### src/design/cfgls_pkg.sv
// Package for the config line splitter and normaliser.
// Holds result kinds, byte codes, sizing constants and the queue word type.
// No dependencies.
package cfgls_pkg;

   // Raw byte count at which a line is too long is LINE_LIMIT - 1
   localparam int LINE_LIMIT = 4096;
   localparam int RAW_W      = $clog2(LINE_LIMIT);
   localparam int LINE_W     = 16;

   // Queue between front and back
   localparam int QUEUE_DEPTH = 4;
   localparam int QPTR_W      = $clog2(QUEUE_DEPTH);
   localparam int QCNT_W      = $clog2(QUEUE_DEPTH + 1);

   // Input actions
   localparam logic ACT_BYTE = 1'b0;
   localparam logic ACT_EOF  = 1'b1;

   // Byte codes
   localparam logic [7:0] CH_LF     = 8'h0A;
   localparam logic [7:0] CH_CR     = 8'h0D;
   localparam logic [7:0] CH_TAB    = 8'h09;
   localparam logic [7:0] CH_SPACE  = 8'h20;
   localparam logic [7:0] CH_BSLASH = 8'h5C;
   localparam logic [7:0] CH_HASH   = 8'h23;
   localparam logic [7:0] CH_SQUOTE = 8'h27;
   localparam logic [7:0] CH_DQUOTE = 8'h22;
   localparam logic [7:0] CH_NONE   = 8'h00;

   typedef enum logic [2:0] {
      KIND_CHAR    = 3'd0,
      KIND_END     = 3'd1,
      KIND_SQUOTE  = 3'd2,
      KIND_DQUOTE  = 3'd3,
      KIND_LONG    = 3'd4,
      KIND_STOPPED = 3'd5
   } kind_type;

   // One queued word: a result, optionally preceded by a collapsed space
   typedef struct packed {
      logic              space_first;
      logic [7:0]        out_char;
      kind_type          kind;
      logic              line_empty;
      logic [LINE_W-1:0] line_number;
   } entry_type;

endpackage

### src/design/cfgls_if.sv
// Stream interfaces for the config line splitter: byte input and result output.
// Depends on cfgls_pkg.
interface cfgls_req_if import cfgls_pkg::*; ();
   logic       valid;
   logic       ready;
   logic       action;
   logic [7:0] in_char;

   modport source (output valid, action, in_char, input ready);
   modport sink   (input valid, action, in_char, output ready);
endinterface

interface cfgls_rsp_if import cfgls_pkg::*; ();
   logic              valid;
   logic              ready;
   logic [7:0]        out_char;
   logic [2:0]        kind;
   logic              line_empty;
   logic [LINE_W-1:0] line_number;
   logic              last;

   modport source (output valid, out_char, kind, line_empty, line_number, last, input ready);
   modport sink   (input valid, out_char, kind, line_empty, line_number, last, output ready);
endinterface

### src/design/config_line_splitter_normalizer_core.sv
// Top level of the config line splitter and normaliser.
// Depends on cfgls_pkg, cfgls_if, cfgls_front, cfgls_queue and cfgls_back.
//
// Takes one file byte (or end of file) per word on req_chan and gives the
// normalised line on rsp_chan: bytes, then a line end or an error word, each
// carrying the line number; last marks the final word of an input. A new
// input word is accepted every cycle while the four-word queue between front
// and back has room. Each result is written into a queue slot and then
// into the output register; a byte that follows a collapsed blank run gives
// two result words, a space and then the byte, and the queue is not popped
// while the byte is held. After an open-quote or too-long error every input
// returns one stopped word until reset.
module config_line_splitter_normalizer_core import cfgls_pkg::*; (
   input logic         clock,
   input logic         reset,
   cfgls_req_if.sink   req_chan,
   cfgls_rsp_if.source rsp_chan
);

   logic      accept;
   logic      push;
   logic      pop;
   logic      not_empty;
   logic      not_full;
   entry_type push_entry;
   entry_type head;

   assign req_chan.ready = not_full;
   assign accept         = req_chan.valid && not_full;

   cfgls_front u_front (
      .clock      (clock),
      .reset      (reset),
      .accept     (accept),
      .action     (req_chan.action),
      .in_char    (req_chan.in_char),
      .push       (push),
      .push_entry (push_entry)
   );

   cfgls_queue u_queue (
      .clock      (clock),
      .reset      (reset),
      .push       (push),
      .push_entry (push_entry),
      .pop        (pop),
      .head       (head),
      .not_empty  (not_empty),
      .not_full   (not_full)
   );

   cfgls_back u_back (
      .clock     (clock),
      .reset     (reset),
      .head      (head),
      .not_empty (not_empty),
      .pop       (pop),
      .rsp_chan  (rsp_chan)
   );

endmodule

### src/design/cfgls_front.sv
// Front end: accepts bytes, tracks line and quoting state, classifies results.
// Depends on cfgls_pkg; pushes one entry_type word per accepted input that produces a result.
module cfgls_front import cfgls_pkg::*; (
   input  logic       clock,
   input  logic       reset,
   input  logic       accept,
   input  logic       action,
   input  logic [7:0] in_char,
   output logic       push,
   output entry_type  push_entry
);

   logic              cr_pending_ff, cr_pending_in;
   logic              lf_pending_ff, lf_pending_in;
   logic              escape_ff, escape_in;
   logic              squote_ff, squote_in;
   logic              dquote_ff, dquote_in;
   logic              space_ff, space_in;
   logic              emitted_ff, emitted_in;
   logic              comment_ff, comment_in;
   logic              stopped_ff, stopped_in;
   logic [RAW_W-1:0]  raw_ff, raw_in;
   logic [LINE_W-1:0] line_ff, line_in;

   logic              produce;
   entry_type         ent;
   logic [RAW_W:0]    raw_next;
   logic              do_finish;
   logic              do_emit;
   logic [7:0]        emit_ch;

   // Next-state and result classification
   always_comb begin
      cr_pending_in = cr_pending_ff;
      lf_pending_in = lf_pending_ff;
      escape_in     = escape_ff;
      squote_in     = squote_ff;
      dquote_in     = dquote_ff;
      space_in      = space_ff;
      emitted_in    = emitted_ff;
      comment_in    = comment_ff;
      stopped_in    = stopped_ff;
      raw_in        = raw_ff;
      line_in       = line_ff;
      produce       = 1'b0;
      do_finish     = 1'b0;
      do_emit       = 1'b0;
      emit_ch       = in_char;
      raw_next      = {1'b0, raw_ff} + {{RAW_W{1'b0}}, 1'b1};
      ent.space_first = 1'b0;
      ent.out_char    = CH_NONE;
      ent.kind        = KIND_CHAR;
      ent.line_empty  = 1'b0;
      ent.line_number = line_ff;

      if (stopped_ff) begin
         produce  = 1'b1;
         ent.kind = KIND_STOPPED;
      end else if (action == ACT_EOF) begin
         do_finish = (raw_ff != '0);
      end else if ((in_char == CH_LF && cr_pending_ff) ||
                   (in_char == CH_CR && lf_pending_ff)) begin
         // second half of a CRLF or LFCR pair
         cr_pending_in = 1'b0;
         lf_pending_in = 1'b0;
      end else if (in_char == CH_LF) begin
         lf_pending_in = 1'b1;
         do_finish     = 1'b1;
      end else if (in_char == CH_CR) begin
         cr_pending_in = 1'b1;
         do_finish     = 1'b1;
      end else begin
         cr_pending_in = 1'b0;
         lf_pending_in = 1'b0;
         raw_in        = raw_next[RAW_W-1:0];
         if (raw_next >= (RAW_W+1)'(LINE_LIMIT - 1)) begin
            produce    = 1'b1;
            ent.kind   = KIND_LONG;
            stopped_in = 1'b1;
         end else if (comment_ff) begin
            // comment text is dropped
         end else if (in_char == CH_BSLASH && !escape_ff) begin
            escape_in = 1'b1;
         end else if (escape_ff) begin
            do_emit   = 1'b1;
            escape_in = 1'b0;
         end else if ((squote_ff && in_char == CH_SQUOTE) ||
                      (dquote_ff && in_char == CH_DQUOTE)) begin
            squote_in = 1'b0;
            dquote_in = 1'b0;
            do_emit   = 1'b1;
         end else if (squote_ff || dquote_ff) begin
            do_emit = 1'b1;
         end else if (in_char == CH_SQUOTE) begin
            do_emit   = 1'b1;
            squote_in = 1'b1;
         end else if (in_char == CH_DQUOTE) begin
            do_emit   = 1'b1;
            dquote_in = 1'b1;
         end else if (in_char == CH_HASH) begin
            comment_in = 1'b1;
         end else if (in_char == CH_SPACE || in_char == CH_TAB) begin
            if (emitted_ff) space_in = 1'b1;
         end else begin
            do_emit = 1'b1;
         end
      end

      // Visible byte, preceded by a pending space if any
      if (do_emit) begin
         produce         = 1'b1;
         ent.space_first = space_ff;
         ent.out_char    = emit_ch;
         ent.kind        = KIND_CHAR;
         space_in        = 1'b0;
         emitted_in      = 1'b1;
      end

      // Line end or open-quote error
      if (do_finish) begin
         produce = 1'b1;
         if (squote_ff) begin
            ent.kind   = KIND_SQUOTE;
            stopped_in = 1'b1;
         end else if (dquote_ff) begin
            ent.kind   = KIND_DQUOTE;
            stopped_in = 1'b1;
         end else begin
            ent.kind       = KIND_END;
            ent.line_empty = !emitted_ff;
         end
         if (line_ff != {LINE_W{1'b1}}) line_in = line_ff + LINE_W'(1);
         escape_in  = 1'b0;
         squote_in  = 1'b0;
         dquote_in  = 1'b0;
         space_in   = 1'b0;
         emitted_in = 1'b0;
         comment_in = 1'b0;
         raw_in     = '0;
      end

      // End of file returns to the start-of-file state unless stopped
      if (!stopped_ff && action == ACT_EOF && !stopped_in) begin
         cr_pending_in = 1'b0;
         lf_pending_in = 1'b0;
         escape_in     = 1'b0;
         squote_in     = 1'b0;
         dquote_in     = 1'b0;
         space_in      = 1'b0;
         emitted_in    = 1'b0;
         comment_in    = 1'b0;
         raw_in        = '0;
         line_in       = LINE_W'(1);
      end
   end

   assign push       = accept && produce;
   assign push_entry = ent;

   // State registers
   always_ff @(posedge clock) begin
      if (reset) begin
         cr_pending_ff <= 1'b0;
         lf_pending_ff <= 1'b0;
         escape_ff     <= 1'b0;
         squote_ff     <= 1'b0;
         dquote_ff     <= 1'b0;
         space_ff      <= 1'b0;
         emitted_ff    <= 1'b0;
         comment_ff    <= 1'b0;
         stopped_ff    <= 1'b0;
         raw_ff        <= '0;
         line_ff       <= LINE_W'(1);
      end else if (accept) begin
         cr_pending_ff <= cr_pending_in;
         lf_pending_ff <= lf_pending_in;
         escape_ff     <= escape_in;
         squote_ff     <= squote_in;
         dquote_ff     <= dquote_in;
         space_ff      <= space_in;
         emitted_ff    <= emitted_in;
         comment_ff    <= comment_in;
         stopped_ff    <= stopped_in;
         raw_ff        <= raw_in;
         line_ff       <= line_in;
      end
   end

endmodule

### src/design/cfgls_queue.sv
// Short FIFO of entry_type words between front and back.
// Depends on cfgls_pkg.
module cfgls_queue import cfgls_pkg::*; (
   input  logic      clock,
   input  logic      reset,
   input  logic      push,
   input  entry_type push_entry,
   input  logic      pop,
   output entry_type head,
   output logic      not_empty,
   output logic      not_full
);

   entry_type         slot_ff [QUEUE_DEPTH];
   logic [QPTR_W-1:0] wr_ptr_ff, rd_ptr_ff;
   logic [QCNT_W-1:0] count_ff, count_in;

   assign not_empty = (count_ff != '0);
   assign not_full  = (count_ff != QCNT_W'(QUEUE_DEPTH));
   assign head      = slot_ff[rd_ptr_ff];

   // Occupancy
   always_comb begin
      count_in = count_ff;
      if (push && !pop) count_in = count_ff + QCNT_W'(1);
      else if (!push && pop) count_in = count_ff - QCNT_W'(1);
   end

   // Storage, no reset needed
   always_ff @(posedge clock) begin
      if (push) slot_ff[wr_ptr_ff] <= push_entry;
   end

   // Pointers
   always_ff @(posedge clock) begin
      if (reset) begin
         wr_ptr_ff <= '0;
         rd_ptr_ff <= '0;
         count_ff  <= '0;
      end else begin
         if (push) wr_ptr_ff <= wr_ptr_ff + QPTR_W'(1);
         if (pop)  rd_ptr_ff <= rd_ptr_ff + QPTR_W'(1);
         count_ff <= count_in;
      end
   end

endmodule

### src/design/cfgls_back.sv
// Back end: expands queued words into result words in an output register.
// Depends on cfgls_pkg and cfgls_rsp_if.
module cfgls_back import cfgls_pkg::*; (
   input  logic           clock,
   input  logic           reset,
   input  entry_type      head,
   input  logic           not_empty,
   output logic           pop,
   cfgls_rsp_if.source    rsp_chan
);

   logic              out_valid_ff;
   logic [7:0]        out_char_ff;
   kind_type          kind_ff;
   logic              empty_ff;
   logic [LINE_W-1:0] line_ff;
   logic              last_ff;
   logic              second_ff;
   logic [7:0]        second_char_ff;
   logic              load_ok;

   assign load_ok = !out_valid_ff || rsp_chan.ready;
   assign pop     = load_ok && !second_ff && not_empty;

   // Output register and held byte after a collapsed space
   always_ff @(posedge clock) begin
      if (reset) begin
         out_valid_ff <= 1'b0;
         second_ff    <= 1'b0;
      end else if (load_ok) begin
         if (second_ff) begin
            out_valid_ff <= 1'b1;
            out_char_ff  <= second_char_ff;
            kind_ff      <= KIND_CHAR;
            empty_ff     <= 1'b0;
            last_ff      <= 1'b1;
            second_ff    <= 1'b0;
         end else if (not_empty) begin
            out_valid_ff <= 1'b1;
            kind_ff      <= head.kind;
            empty_ff     <= head.line_empty;
            line_ff      <= head.line_number;
            if (head.space_first) begin
               out_char_ff    <= CH_SPACE;
               last_ff        <= 1'b0;
               second_ff      <= 1'b1;
               second_char_ff <= head.out_char;
            end else begin
               out_char_ff <= head.out_char;
               last_ff     <= 1'b1;
            end
         end else begin
            out_valid_ff <= 1'b0;
         end
      end
   end

   assign rsp_chan.valid       = out_valid_ff;
   assign rsp_chan.out_char    = out_char_ff;
   assign rsp_chan.kind        = kind_ff;
   assign rsp_chan.line_empty  = empty_ff;
   assign rsp_chan.line_number = line_ff;
   assign rsp_chan.last        = last_ff;

endmodule

### src/flat_wrapper.sv
// flat-port wrapper written by rule: the top's interface ports become plain ports
module config_line_splitter_normalizer_core_flat import cfgls_pkg::*;
  (clock, reset, req_chan_valid, req_chan_action, req_chan_in_char, req_chan_ready, rsp_chan_valid, rsp_chan_out_char, rsp_chan_kind, rsp_chan_line_empty, rsp_chan_line_number, rsp_chan_last, rsp_chan_ready);
  cfgls_req_if req_chan_i ();
  cfgls_rsp_if rsp_chan_i ();
  input logic clock;
  input logic reset;
  input wire logic [$bits(req_chan_i.valid)-1:0] req_chan_valid;
  input wire logic [$bits(req_chan_i.action)-1:0] req_chan_action;
  input wire logic [$bits(req_chan_i.in_char)-1:0] req_chan_in_char;
  output wire logic [$bits(req_chan_i.ready)-1:0] req_chan_ready;
  output wire logic [$bits(rsp_chan_i.valid)-1:0] rsp_chan_valid;
  output wire logic [$bits(rsp_chan_i.out_char)-1:0] rsp_chan_out_char;
  output wire logic [$bits(rsp_chan_i.kind)-1:0] rsp_chan_kind;
  output wire logic [$bits(rsp_chan_i.line_empty)-1:0] rsp_chan_line_empty;
  output wire logic [$bits(rsp_chan_i.line_number)-1:0] rsp_chan_line_number;
  output wire logic [$bits(rsp_chan_i.last)-1:0] rsp_chan_last;
  input wire logic [$bits(rsp_chan_i.ready)-1:0] rsp_chan_ready;
  assign req_chan_i.valid = req_chan_valid;
  assign req_chan_i.action = req_chan_action;
  assign req_chan_i.in_char = req_chan_in_char;
  assign req_chan_ready = req_chan_i.ready;
  assign rsp_chan_valid = rsp_chan_i.valid;
  assign rsp_chan_out_char = rsp_chan_i.out_char;
  assign rsp_chan_kind = rsp_chan_i.kind;
  assign rsp_chan_line_empty = rsp_chan_i.line_empty;
  assign rsp_chan_line_number = rsp_chan_i.line_number;
  assign rsp_chan_last = rsp_chan_i.last;
  assign rsp_chan_i.ready = rsp_chan_ready;
  config_line_splitter_normalizer_core u_core (.clock(clock), .reset(reset), .req_chan(req_chan_i), .rsp_chan(rsp_chan_i));
endmodule
### config.mk
export PLATFORM = sky130hd
export DESIGN_NAME = config_line_splitter_normalizer_core_flat
export DESIGN_NICKNAME = d
export VERILOG_FILES = /design/src/design/cfgls_pkg.sv /design/src/design/cfgls_if.sv /design/src/design/config_line_splitter_normalizer_core.sv /design/src/design/cfgls_front.sv /design/src/design/cfgls_queue.sv /design/src/design/cfgls_back.sv /design/src/flat_wrapper.sv
export SDC_FILE = /design/constraint.sdc
export NUM_CORES = 1
export LEC_CHECK = 0
export ABC_AREA = 1
export BUFFER_PORTS_ARGS = -buffer_cell sky130_fd_sc_hd__buf_2
export CORE_AREA = 4 4 154 156
export CTS_CLUSTER_SIZE = 20
export DETAILED_ROUTE_END_ITERATION = 10
export DIE_AREA = 0 0 158 160
export PLACE_DENSITY_LB_ADDON = 0.25
export SYNTH_ARGS = -nofsm -noshare
export SYNTH_HDL_FRONTEND = slang
export SYNTH_SLANG_ARGS = --single-unit
### constraint.sdc
create_clock -name clock -period 3.48 [get_ports clock]
set_clock_uncertainty 0.1 [all_clocks]
set_input_delay 0.522 -clock clock [delete_from_list [all_inputs] [get_ports clock]]
set_output_delay 0.522 -clock clock [all_outputs]
set_load 0.02 [all_outputs]
---- Yosys cells after proc, flatten, opt, wreduce, memory -nomap -nowiden ----
Memories as Yosys holds them, arrays and structs flattened. A register that Yosys moved wholly into a read port is not among the register bits.
Index checks and enable logic that the tools add are counted.
operators by class
  $add $sub $neg .......................... 6
  multiply operators ...................... 0
  divide/modulo/power cells ............... 0
  order comparisons ....................... 1
  equal/unequal tests ..................... 39
  shift-type cells ........................ 0
  muxes and demuxes ....................... 159
  bitwise operators ....................... 2
  reduce and logical (&&, ||, !) cells .... 50
operators with widths
  operator                                                              count
  two-way mux 1 bit                                                     131
  two-way mux 12 bit                                                    8
  two-way mux 16 bit                                                    3
  inequality test 4 x 3 -> 1 bit (second input constant)                12
  equality test 8 x 6 -> 1 bit (second input constant)                  4
  two-way mux 3 bit                                                     10
  equality test 8 x 4 -> 1 bit (second input constant)                  3
  two-way mux 8 bit                                                     3
  AND reduction 17 bit                                                  1
  adder 16 x 1 -> 16 bit (second input constant)                        1
  inequality test 16 bit (second input constant)                        1
  inequality test 4 x 1 -> 1 bit (second input constant)                4
  nonzero test 4 bit                                                    4
  inequality test 3 x 1 -> 1 bit (second input constant)                5
  inequality test 3 x 2 -> 1 bit (second input constant)                5
  adder 12 x 1 -> 13 bit (second input constant)                        1
  greater-or-equal comparator 13 x 12 -> 1 bit (second input constant)  1
  logical AND 1 bit                                                     13
  AND reduction 13 bit                                                  1
  AND reduction 12 bit                                                  1
  AND reduction 4 bit                                                   3
  nonzero test 12 bit                                                   1
  equality test 8 x 7 -> 1 bit (second input constant)                  1
  logical NOT 1 bit                                                     8
  other kinds (18)                                                      32
storage, ports and cells
  register bits after elaboration ......... 83
  bits in latches ......................... 0
  bits in writable memories ............... 116
  memory bits (read-only) ................. 0
  output and inout port bits .............. 31
  word-level logic and storage cells ...... 280
  memories ................................ 1
memory list
  memory                  depth  bits a word  read ports  clocked after Yosys merged registers in  wr ports  line               RTL
  u_core.u_queue.slot_ff  4      29           1           1                                        1         cfgls_queue.sv:14  entry_type slot_ff [QUEUE_DEPTH];

---- Logic depth before layout (Yosys ltp) ----
  depth in word-level cells ............... 24
  mapped depth ............................ 24

---- Hierarchy ----
Synthesis repeated with hierarchy kept, for this count alone.
second synthesis, totals
  cell total of the unflattened synthesis .. 888
  area total of the unflattened synthesis .. 9,286.4 um^2
modules (own cells, without submodules)
  module                                times used  cells each  area an instance (um^2)
  cfgls_queue                           1           340         5,058.6
  cfgls_front                           1           450         2,816.5
  cfgls_back                            1           96          1,403.8
  config_line_splitter_normalizer_core  1           2           7.5

---- Worst setup path after synthesis ----
Ideal clock, no wire load.
  path kind ............................... register to register
  start point ............................. register u_core.u_front.raw_ff[0]
  end point ............................... memory u_core.u_queue.slot_ff[0][0] in the netlist's numbering (enable)
  arrival ................................. 2,967 ps
  data required time ...................... 2,965 ps
  slack ................................... -2 ps
  cell stages (with the launch flop) ...... 17
  buffers on the path ..................... 0
  period minus slack after synthesis ...... 3,482 ps
  cell sequence ........................... dfxtp_1 > inv_1 > ha_1 > a21oi_1 > nor2_1 > nand2_1 > nor2_1 > nand2_1 > nor2_2 > nand2_2 > nand2_4 > nand2_4 > nand2_1 > nor2_1 > nor2_2 > inv_2 > nor2_1
between the ends
  cells in the longest elaborated chain, start to end .. 13
  elaborated cells on any way between the ends .. 22
  those cells by class .................... add/sub (1); order compare (1); mux (18); reduce/logical (2)
RTL lines
  element                                       line                                        RTL
  start, declared                               cfgls_front.sv:22                           logic [RAW_W-1:0] raw_ff, raw_in;
  start signal, assigned                        cfgls_front.sv:184                          raw_ff <= raw_in;
  adder 12 x 1 -> 13 bit                        cfgls_front.sv:49                           raw_next = {1'b0, raw_ff} + {{RAW_W{1'b0}}, 1'b1};
  greater-or-equal comparator 13 x 12 -> 1 bit  cfgls_front.sv:76                           if (raw_next >= (RAW_W+1)'(LINE_LIMIT - 1)) begin
  two-way mux 1 bit                             cfgls_front.sv:76
  two-way mux 1 bit                             cfgls_front.sv:69                           end else if (in_char == CH_CR) begin
  two-way mux 1 bit                             cfgls_front.sv:66                           end else if (in_char == CH_LF) begin
  two-way mux 1 bit                             cfgls_front.sv:61                           end else if ((in_char == CH_LF && cr_pending_ff) ||
  two-way mux 1 bit                             cfgls_front.sv:59                           end else if (action == ACT_EOF) begin
  two-way mux 1 bit                             cfgls_front.sv:56                           if (stopped_ff) begin
  two-way mux 1 bit                             cfgls_front.sv:110                          if (do_emit) begin
  two-way mux 1 bit *                           cfgls_front.sv:120                          if (do_finish) begin
  logical AND 1 bit *                           cfgls_front.sv:157                          assign push = accept && produce;
  via u_core.push                               config_line_splitter_normalizer_core.sv:21  logic push;
  two-way mux 1 bit *                           cfgls_queue.sv:31                           if (push) slot_ff[wr_ptr_ff] <= push_entry;
  two-way mux 1 bit (not written as such) *     cfgls_queue.sv:31
  end, declared                                 cfgls_queue.sv:14
Mark *: on every way through the listed nets, which the timed path passes. The rest lies on a longest branch.

---- Worst setup path after layout ----
  start point ............................. register u_core.u_front.raw_ff[1]
  end point ............................... register u_core.u_queue.count_ff[2]
between the ends
  cells in the longest elaborated chain, start to end .. 14
  elaborated cells on any way between the ends .. 25
  those cells by class .................... add/sub (1); order compare (1); mux (17); reduce/logical (6)
RTL lines
  element                                       line                                        RTL
  adder 12 x 1 -> 13 bit                        cfgls_front.sv:49
  greater-or-equal comparator 13 x 12 -> 1 bit  cfgls_front.sv:76
  two-way mux 1 bit                             cfgls_front.sv:76
  two-way mux 1 bit                             cfgls_front.sv:69
  two-way mux 1 bit                             cfgls_front.sv:66
  two-way mux 1 bit                             cfgls_front.sv:61
  two-way mux 1 bit                             cfgls_front.sv:59
  two-way mux 1 bit                             cfgls_front.sv:56
  two-way mux 1 bit                             cfgls_front.sv:110
  two-way mux 1 bit *                           cfgls_front.sv:120
  logical AND 1 bit *                           cfgls_front.sv:157
  via u_core.push                               config_line_splitter_normalizer_core.sv:21
  logical NOT 1 bit                             cfgls_queue.sv:26                           else if (!push && pop) count_in = count_ff - QCNT_W'(1);
  logical AND 1 bit                             cfgls_queue.sv:26
  nonzero test 2 bit (no line)                  -
  end signal, assigned                          cfgls_queue.sv:43                           count_ff <= count_in;
  end, declared                                 cfgls_queue.sv:16                           logic [QCNT_W-1:0] count_ff, count_in;
Marks and branches as above.
A chain may end at the register's enable or synchronous reset.

==> results.md <==
* Drt pass-1 iters at 5
* Cts repair resizes at 0
* CP Max Fanout at 6
* Synth Flop Type: edfxtp_1
* Hpwl dp at 12.1 mm
* Placed cells at 1171
* FP Rows at 55
* Hold endpoint: u_core.u_back.second_ff
* Endpoint type of the worst setup path: flop
* Grt total ovfl at 0
* CTS max path bufs at 3
* Die width at 158 µm
* Top Ports at 44
* Vias in the first global route at 5908
* Gr usage total at 0.150
* Core area at 0.0224 mm²
* Worst VDD drop at 0.000403 V
* FILL cells at 2049
* Clock sink count at 201
* CTS clock-pin slew for the worst setup and hold paths at 0.06 ns
* Leakage at 3.73 nW
* Routed WL at 18.7 mm
* Area occupied by multi-input gates at 0.00280 mm²
* TritonCTS clock tree: done
* Routed length per placed instance at 15.4 µm
* Most instantiated library cell after synthesis: edfxtp_1
* Worst skew pair latency at 0.51 ns
* Synth warn at 0
* Synth top area cells: edfxtp_1, dfxtp_1, nor2_1
* Util after Layout at 0.454
* Max stage delay on crit path at 0.43 ns
* Setup TNS at 0 ns
* Finished Layout Cells at 1213
* Depth of the most critical reg-to-reg path at 23
* Measured slew at the worst slew-check pin at 0.765 ns
* Mapped Area at 0.00884 mm²
* Fin nets at 934
* Die Ht at 160 µm
* Root Driver: clkbuf_16
* Hold buffers post-CTS at 0
* Pin count of the biggest net entering global routing at 47
* Async S/R FF share, synth at 0
* First-pass GRT wire length at 30.6 mm
* Hold WC Path Type: input port to flop
* Initial antenna violation count at 0
* Internal Pwr Total at 4.82 mW
* Via count at 6136
* Syn Inst Count at 858
* Hold_sp: reset
* Kind of critical path: flop to flop
* CP startpoint kind: flop
* Post-CTS Setup Repair Bufs at 0
* Worst r2r src: u_core.u_front.raw_ff[1]
* Achievable Freq at 327 MHz
* Seq/Total Area, Yosys at 0.628
* Max Transition Viols Final at 0
* Hold depth at 2
* Reg2reg setup slack at 0.42 ns
* Count of input and output buffers at 43
* Gp weighted congestion at 0.875
* Layout cells sized above 1 at 0.158
* Register share of total power at 0.440
* Max-cap viol count at 0
* Htree depth at 1
* Top post-synthesis cells by count: edfxtp_1, nor2_1, nand2_1
* Seq cells post-synth at 201
* Critical path arrival at 3.40 ns
* DR vias/cell at 5.06
* Clock group share of total power at 0.315
* Fin crit period at 3.06 ns
* R2r endpoint: u_core.u_queue.count_ff[2]
* Top cell by count, worst path: nand2_1
* RSZ-0062 raised after global routing: no
* CP max-delay cell: dfxtp_1
* Post-Syn Area per Cell at 10.3 µm²
* Period Utilization, post-route at 0.879
* Top cell type's share of synthesized area at 0.520
* EDFF count, synth at 153
* Syn_nets at 881
* CTS Buf Count at 23
* Worst EP required at 3.82 ns
* Switch Pwr at 2.26 mW
* Final hold vios at 0
* Pwr/cell area at 699 mW/mm²
* Status: completed
* Synth area leader: edfxtp_1
* Final instance area at 0.0101 mm²
* Netlist cell types at 39
* Worst-path cell chain: ha_1, inv_1, nor2_1, nand2_1, nand2_1, nand2_1, inv_1, nand2_1, nor2_2, nand2_2, nand2_4, nand2_4, nand2_1, nor2_1, nor2_2, ha_1, inv_1, fa_1, nor2_1, nor2_1, nand2_1, o21ai_0, a21oi_1
* Sequential Area at 0.00556 mm²
* Initial Util at 0.395
* DR DRC count at 0
* Syn-to-layout area delta at 14.7%
* Switching part of the total at 0.319
* Final ANT Viol Nets at 0
* Final setup vio count at 0
* Post-DP Area at 0.00943 mm²
* Combinational power share at 0.245
* DRT iter0 DRCs at 328
* ANT cells at 0
* Worst rel slew slack at 0.489
* DIE AREA at 0.0253 mm²
==> worst max path at each step <==
stage	depth (start not counted)	end	from
finish	23	u_core.u_queue.count_ff[2]	u_core.u_front.raw_ff[1]
global route	23	u_core.u_queue.count_ff[2]	u_core.u_front.raw_ff[1]
CTS	22	u_core.u_queue.count_ff[2]	u_core.u_front.raw_ff[0]
detailed placement	22	u_core.u_queue.count_ff[2]	u_core.u_front.raw_ff[0]
global placement	22	u_core.u_queue.count_ff[2]	u_core.u_front.raw_ff[0]
floorplan	16	u_core.u_queue.slot_ff[0][0]	u_core.u_front.raw_ff[0]
==> cells by family (layout without fill, tap and decap cells) <==
family,count (synthesis),count (layout),share of synthesized area
buf+inv,124,194,0.0559
compound gates,158,158,0.103
fa+ha+maj,10,10,0.0150
xor+xnor,15,15,0.0149
flops,201,201,0.628
simple gates,350,350,0.183
==> worst max-delay path: cells and delay by family (launching register included) <==
kind,cells,cell delay (ns)
simple gates,15,1.29
fa+ha+maj,3,0.80
flops,1,0.43
buf+inv,3,0.21
compound gates,2,0.19
==> power by group through the flow <==
stage,clock network (mW),logic [mW],registers (mW)
CTS,2.29,1.75,3.12
global route,2.38,1.95,3.15
detailed placement,0,1.75,3.17
finish,2.23,1.74,3.11
global placement,0,1.74,3.16
floorplan,0,1.01,3.33
==> through the flow <==
stage / hold WS, ns / worst slack [ns] / total power [mW]
5_1_grt: 0.205 / 0.0216 / 7.48
3_5_place_dp: 0.364 / 0.410 / 4.91
6_report: 0.203 / 0.420 / 7.09
4_1_cts: 0.197 / 0.386 / 7.16
3_3_place_gp: 0.353 / 0.481 / 4.89
2_1_floorplan: 0.336 / -0.00152 / 4.35
==> per-layer routing <==
layer / vias up / routed length [µm] / global-route usage
li1: 3081 / - / -
met4: 0 / 379 / 0.0407
met5: - / 0 / 0
met2: 129 / 8570 / 0.241
met1: 2896 / 8830 / 0.211
met3: 30 / 892 / 0.0225
==> layout by cell type (no fill, tap or decap), types with 9 or more instances in the layout <==
master	Yosys	routed
edfxtp_1	153	153
nor2_1	122	118
nand2_1	110	110
inv_1	85	85
o21ai_0	70	70
dfxtp_1	48	47
buf_2	4	43
a21oi_1	37	37
nand3_1	32	32
nand4_1	31	31
o22ai_1	24	24
clkbuf_16	0	23
nor3_1	18	18
buf_4	2	16
xor2_1	15	15
nand2_2	14	14
a21oi_2	10	10
nor2_2	5	9
ha_1	9	9
==> final cells by class <==
type	instances	area share
Multi-Input combinational cell	533	0.276
Inverter	91	0.0337
Timing Repair Buffer	61	0.0370
Clock inverter	9	0.00765
Clock buffer	33	0.0624
Sequential cell	201	0.548
Tap cell	285	0.0352
==> state kept, by name (all words and copies together), names as in the netlist, 2 cells and up, named ones only <==
register	cells
u_core.u_queue.slot_ff	116
u_core.u_queue.wr_ptr_ff	2
u_core.u_queue.rd_ptr_ff	2
u_core.u_back.rsp_chan.kind	3
u_core.u_back.rsp_chan.out_char	8
u_core.u_front.line_ff	16
u_core.u_queue.count_ff	3
u_core.u_back.rsp_chan.line_number	16
u_core.u_back.second_char_ff	8
u_core.u_front.raw_ff	12
No activity file was read; power rests on OpenSTA's default activity.
